**config.mk**
```make
export PLATFORM = sky130hd
export DESIGN_NAME = qaar_delay
export DESIGN_NICKNAME = d
export VERILOG_FILES = /design/src/sv/qaar_delay.sv
export SDC_FILE = /design/constraint.sdc
export NUM_CORES = 1
export LEC_CHECK = 0
export BUFFER_PORTS_ARGS = -buffer_cell sky130_fd_sc_hd__buf_2
export CAP_MARGIN = 15
export CORE_MARGIN = 2
export CORE_UTILIZATION = 37
export DETAILED_ROUTE_END_ITERATION = 7
export PLACE_DENSITY_LB_ADDON = 0.1
export SLEW_MARGIN = 20
export SYNTH_ARGS = -nofsm -noshare
export SYNTH_HDL_FRONTEND = slang
export SYNTH_SLANG_ARGS = --single-unit
```
**constraint.sdc**
```tcl
create_clock -name clk -period 0.8 [get_ports clk]
set_input_delay 0 -clock clk [delete_from_list [all_inputs] [get_ports clk]]
set_output_delay 0 -clock clk [all_outputs]
set_load 0.01 [all_outputs]
```
**src/sv/qaar_delay.sv**
```systemverilog
// Enabled shift line that carries side data alongside the pipeline.
// No package dependencies.
module qaar_delay #(
    parameter int WIDTH = 16,
    parameter int DEPTH = 1
) (
    input  logic             clk,
    input  logic             en,
    input  logic [WIDTH-1:0] d,
    output logic [WIDTH-1:0] q
);
    logic [WIDTH-1:0] stage_reg [DEPTH];

    always_ff @(posedge clk)
    begin
        if (en)
        begin
            stage_reg[0] <= d;
            for (int k = 1; k < DEPTH; k++)
            begin
                stage_reg[k] <= stage_reg[k-1];
            end
        end
    end

    assign q = stage_reg[DEPTH-1];
endmodule

```
=== Yosys cells after proc, flatten, opt, wreduce, memory -nomap -nowiden ===
Memory sizes are Yosys's and may differ from the RTL's.
Cells that the tools add are included.

* Divide/modulo/power cells: 0
* Order comparisons: 0
* Mux-type cells: 2
* Bitwise logic cells: 0
* Equal/unequal tests: 0
* $add $sub $neg: 0
* Reductions and logical operators: 0
* Multiply operators: 0
* Shift-type cells: 0

{| class="wikitable"
|+ Operators by type and width
! operator !! count
|-
| 1-bit two-way mux || 2
|}

* Latch bits: 0
* Input bits: 18
* Bits in registers: 0
* Output and inout bits: 16
* ROM bits: 0
* Memory bits (writable): 16
* Memories kept: 1

{| class="wikitable"
|+ Memory list
! memory !! words !! width !! read ports !! clocked after memory_dff !! write ports !! line !! text
|-
| stage_reg || 1 || 16 || 1 || 0 || 1 || 12 || <nowiki>logic [WIDTH-1:0] stage_reg [DEPTH];</nowiki>
|}

=== Logic depth before layout (Yosys ltp) ===
Gate-level depths: netlist of run 1.

* Word-level depth: 2
* Gate-level depth with buffers: 0
* Depth with buffers taken out: 0

=== Worst setup path after synthesis of run 1 ===
No wires, ideal clock.

* Path type: reg2out
* Start point: memory stage_reg[0][0]
* End point: output port q[0]
* Data required time: 0.800 ns
* Path buffers: 0
* Path slack: 0.406 ns
* Data arrival time: 0.394 ns
* Cell stages (with the launch flop): 1
* Cells stage by stage: edfxtp_1

* Cells in the longest elaborated chain, start to end: 1

{| class="wikitable"
|+ Ends and longest elaborated chain
! what !! line !! text
|-
| start: declaration || 12 ||
|-
| memory read 1 x 16 bit || n/a ||
|-
| end: declaration || 10 || <nowiki>output logic [WIDTH-1:0] q</nowiki>
|}

No other way between the ends.

=== Worst setup path in the final report of run 1 ===
* Start point: memory stage_reg[0][10]
* End point: output port q[10]

Same word-level chain as after synthesis.

==> out/metrics.yaml, run 1 <==
cp-endpoint: "q[10]"
p_leak_nw: 0.367
drv_slew: 0
multi_input_area_sq_um: 0
drt-pass1-iter-count: 2
min_path_type: "in2reg"
crit_chain: "buf_2"
post_cts_buffers: 0
async_reset_ff_frac: 0
p_total_mw: 1.62
wl_met2_um: 622
wl_met1_um: 335
ys_ff_latch: 16
fill_cells: 81
period_minus_slack_ns: 0.798
timing.critical_path.buf_inv: 1
max_stage_delay_ns: 0.37
dieArea_sq_mm: 0.00160
synth-edff-count: 16
tritoncts: "yes"
clockBufferDepth: 2
cts_buffers: 3
num_rows: 12
htreeDepth: 1
crit_arrival_ns: 0.80
maxCapViolations: 0
avgViaCountPerCell: 4.18
n_antenna_cell: 0
path_depth: 1
multi_input_gates: 0
io_buffer_count: 33
root_buffer: "clkbuf_4"
synth_area_per_cell_sq_um: 30.0
largest_reg_flops: 16
drt_iter0_markers: 3
cp.required_ns: 0.80
layout-drive-gt1-share: 0.529
grt_remaining_overflow: 0
rsz0062_at_grt: "yes"
power_density_mw_per_mm2: 1910
grt_max_degree: 17
dr_wl_met3_um: 86
grt_pass1_wl_um: 1550
cp_top_family: "flip-flops"
worstSetupStartpointType: "flip-flop"
synth_top_area_share: 1.00
antenna_found_initial: 0
clkSinkCount: 16
synth-seq-area-share: 1.00
setup-tns-final_ns: 0
synthCells: 16
setup_viol: 0
finalHoldViolCount: 0
period_share: 0.998
grt_pass1_vias: 377
syn_to_final_growth_pct: 76.0
crit_start: "stage_reg[0][10]$_DFFE_PP_"
ant_nets: 0
via_count: 343
die_h_um: 40.0
ir_worst_vdd_mv: 1.32
die_width_um: 40.0
drcViolationCount: 0
synthTopCellsByArea: "edfxtp_1 (100%)"
core-area_sq_mm: 0.00116
clock.fmax_ghz: 1.25
routed_wl_um: 1040
nets: 88
start_util: 0.416
place.gp.congestion: 0.591
synth_most_common_cell: "edfxtp_1"
ys_types: 1
yosysWarnings: 0
yosysTopAreaCell: "edfxtp_1"
synthTopCellsByCount: "edfxtp_1 (16)"
crit_fanout: 1
cp-end-kind: "output port"
synth_fp_nets: 34
wire_per_inst_um: 12.7
crit_type: "reg2out"
synth_ff_type: "edfxtp_1"
topRoutingLayerUsed: "met3"
ios: 34
netlist_area_sq_um: 480
relSlewSlack: 0.772
grtUsageTotal: 0.160
tightest_slew_ns: 0.342
clk_pin_slew_ns: 0.09
cpMaxStageDelayCell: "edfxtp_1"
status: "finished clean"
-- report_power, final --
part           switching (mW)  internal [mW]
clock                   0.224          0.174
sequential             0.0149          0.995
combinational          0.0899          0.121
-- through the flow --
| step | cell area [sq um] | utilization | hold WS, ns | setup slack [ns] | std cells |
|---|---|---|---|---|---|
| final | 846 | 0.732 | 0.149 | 0.00155 | 82 |
| after global routing | 846 | 0.732 | 0.144 | -0.0571 | 82 |
| after CTS | 846 | 0.732 | 0.156 | -0.0154 | 82 |
| after detailed placement | 663 | 0.574 | 0.178 | 0.139 | 63 |
| after global placement | 663 | 0.574 | 0.176 | 0.170 | 63 |
| after floorplan | 480 | - | 0.0989 | 0.406 | 16 |
-- placed cells by master, fill, tap and decap left out --
cell / n
dlygate4sd3_1: 16
buf_2: 33
edfxtp_1: 16
clkbuf_4: 3
-- repair_timing --
action / 4_1_cts / 5_1_grt
hold buffers: 16 / 0
hold endpoints to repair: 16 / 0
setup endpoints to repair: 3 / 14
gates resized for setup: 0 / 0
cloned: 0 / 0
-- worst min path at each step --
stage / startpoint / end / slack (ns) / cells past startpoint
3_3_place_gp: d[9] / stage_reg[0][9]$_DFFE_PP_ / 0.18 / 1
4_1_cts: en / stage_reg[0][8]$_DFFE_PP_ / 0.16 / 1
6_report: en / stage_reg[0][10]$_DFFE_PP_ / 0.15 / 1
2_1_floorplan: d[0] / stage_reg[0][0]$_DFFE_PP_ / 0.1 / 0
3_5_place_dp: d[10] / stage_reg[0][10]$_DFFE_PP_ / 0.18 / 1
5_1_grt: en / stage_reg[0][10]$_DFFE_PP_ / 0.14 / 1
-- cell type report --
type | instances | area [sq um] | share of cell area
clock buffers | 3 | 22.5 | 0.0266
flip-flops and latches | 16 | 480 | 0.568
well taps | 14 | 17.5 | 0.0207
repair buffers | 49 | 325 | 0.385
-- cell families after synthesis --
| family | after synthesis | synth area share |
|---|---|---|
| DFF | 16 | 1.00 |
-- per-layer routing --
layer	vias to the layer above	track usage
li1	169	-
met1	158	0.133
met2	16	0.335
met3	0	0.0667
met4	0	0.0259
met5	-	0
Note: power is estimated with default switching activity, not from simulation.
==> run 2, diff against run 1 <==
--- a/config.mk
+++ b/config.mk
@@ -10,7 +10,9 @@
 export CORE_MARGIN = 2
 export CORE_UTILIZATION = 37
 export DETAILED_ROUTE_END_ITERATION = 7
+export GPL_TIMING_DRIVEN = 0
 export PLACE_DENSITY_LB_ADDON = 0.1
+export RECOVER_POWER = 100
 export SLEW_MARGIN = 20
 export SYNTH_ARGS = -nofsm -noshare
 export SYNTH_HDL_FRONTEND = slang
==> run 2 against run 1 <==
  * Cell count stayed put
  * Setup slack hardly changed
  * Hold slack better by 0.073 ns
  * Sequential power hardly changed
  * Critical path type unchanged
==> out/metrics.yaml, run 2 (synthesis results as in run 1) <==
p_leak_nw: 0.367  # about the same
htreeDepth: 1  # unchanged
finalHoldViolCount: 0  # unchanged
ios: 34  # unchanged
tritoncts: "yes"  # unchanged
grt_pass1_vias: 377  # unchanged
final_util: 0.732  # unchanged
tightest_slew_ns: 0.381  # was 0.342 ns
syn_to_final_growth_pct: 76.0  # unchanged
cts_resized: 0  # unchanged
grt_pass1_wl_um: 1550  # unchanged
whs_endpoint: "stage_reg[0][10]$_DFFE_PP_"  # unchanged
io_buffer_count: 33  # unchanged
cpMaxStageDelayCell: "edfxtp_1"  # unchanged
clock.fmax_ghz: 1.25  # unchanged
instances_no_fill: 82  # unchanged
power_density_mw_per_mm2: 1910  # about the same
cts_buffers: 3  # unchanged
min_path_cells: 1  # unchanged
worstSetupStartpointType: "flip-flop"  # unchanged
crit_chain: "buf_2"  # unchanged
multi_input_area_sq_um: 0  # unchanged
layout-drive-gt1-share: 0.529  # unchanged
largest_reg_flops: 16  # unchanged
max_stage_delay_ns: 0.37  # about the same
clkSinkCount: 16  # unchanged
grt_remaining_overflow: 0  # unchanged
crit_fanout: 1  # unchanged
status: "finished clean"  # unchanged
wire_per_inst_um: 12.7  # unchanged
drv_slew: 0  # unchanged
min_path_type: "in2reg"  # unchanged
routed_wl_um: 1040  # unchanged
rsz0062_at_grt: "yes"  # unchanged
num_rows: 12  # unchanged
antenna_found_initial: 0  # unchanged
fill_cells: 81  # unchanged
grtUsageTotal: 0.160  # unchanged
worstHoldStart: "en"  # unchanged
post_cts_buffers: 0  # unchanged
relSlewSlack: 0.746  # was 0.772
dieArea_sq_mm: 0.00160  # unchanged
root_buffer: "clkbuf_4"  # unchanged
worst_slack_ns: 0.00155  # about the same
drt_iter0_markers: 3  # unchanged
via_count: 343  # unchanged
crit_type: "reg2out"  # unchanged
clk_pin_slew_ns: 0.09  # about the same
avgViaCountPerCell: 4.18  # unchanged
dp_slack_ns: 0.139  # unchanged
die_h_um: 40.0  # unchanged
clockBufferDepth: 2  # unchanged
drt-pass1-iter-count: 2  # unchanged
final_common_cell: "buf_2"  # unchanged
cp.required_ns: 0.80  # about the same
dp_cells: 63  # unchanged
setup_viol: 0  # unchanged
ant_nets: 0  # unchanged
crit_arrival_ns: 0.80  # about the same
period_minus_slack_ns: 0.798  # about the same
maxCapViolations: 0  # unchanged
cp_top_family: "flip-flops"  # unchanged
die_width_um: 40.0  # unchanged
setup-tns-final_ns: 0  # unchanged
cp-end-kind: "output port"  # unchanged
ir_worst_vdd_mv: 1.32  # about the same
core-area_sq_mm: 0.00116  # unchanged
final_cell_mix: "buf_2 (32), dlygate4sd3_1 (16), edfxtp_1 (16)"  # was buf_2 (33), dlygate4sd3_1 (16), edfxtp_1 (16)
period_share: 0.998  # about the same
start_util: 0.416  # unchanged
grt_max_degree: 17  # unchanged
nets: 88  # unchanged
n_antenna_cell: 0  # unchanged
place.gp.congestion: 0.591  # unchanged
drcViolationCount: 0  # unchanged
timing.critical_path.buf_inv: 1  # unchanged
multi_input_gates: 0  # unchanged
==> run 2: layout make-up <==
type | count | area [sq um] | area share
sequential | 16 | 480 | 0.568
tap | 14 | 17.5 | 0.0207
timing repair buffer | 49 | 325 | 0.385
clock buffer | 3 | 22.5 | 0.0266
==> run 2: repair_timing <==
item | in CTS | in global routing
endpoints found under the setup margin | 3 | 14
hold endpoints to repair | 16 | 0
pin swaps | 0 | 0
hold buffers | 16 | 0
==> run 2: where the power goes <==
group	internal (mW)	leakage [nW]	total [mW]	switching [mW]
clock	0.174	0.0138	0.398	0.224
sequential	0.995	0.157	1.01	0.0149
combinational	0.121	0.197	0.210	0.0899
==> run 2: layer usage <==
layer  share of wire  global-route usage  vias up  wire length (um)
met2            0.60               0.335       16               622
met3           0.082              0.0667        0                86
met5               0                   0        -                 0
met4               0              0.0259        0                 0
li1                -                   -      169                 -
met1            0.32               0.133      158               334
==> run 2: worst max-delay path by stage <==
| stage | endpoint | depth (start not counted) | from |
|---|---|---|---|
| 3_3_place_gp | stage_reg[0][12]$_DFFE_PP_ | 1 | en |
| 2_1_floorplan | q[0] | 0 | stage_reg[0][0]$_DFFE_PP_ |
| 4_1_cts | q[4] | 1 | stage_reg[0][4]$_DFFE_PP_ |
| 6_report | q[10] | 1 | stage_reg[0][10]$_DFFE_PP_ |
| 5_1_grt | q[8] | 1 | stage_reg[0][8]$_DFFE_PP_ |
| 3_5_place_dp | stage_reg[0][1]$_DFFE_PP_ | 1 | en |
==> run 2: metrics by stage <==
step | area, sq um | hold slack [ns] | total power [mW]
after floorplan | 480 | 0.0989 | 1.07
after global placement | 663 | 0.176 | 1.17
after detailed placement | 663 | 0.178 | 1.18
after CTS | 846 | 0.156 | 1.62
after global routing | 846 | 0.227 | 1.69
final | 846 | 0.222 | 1.62
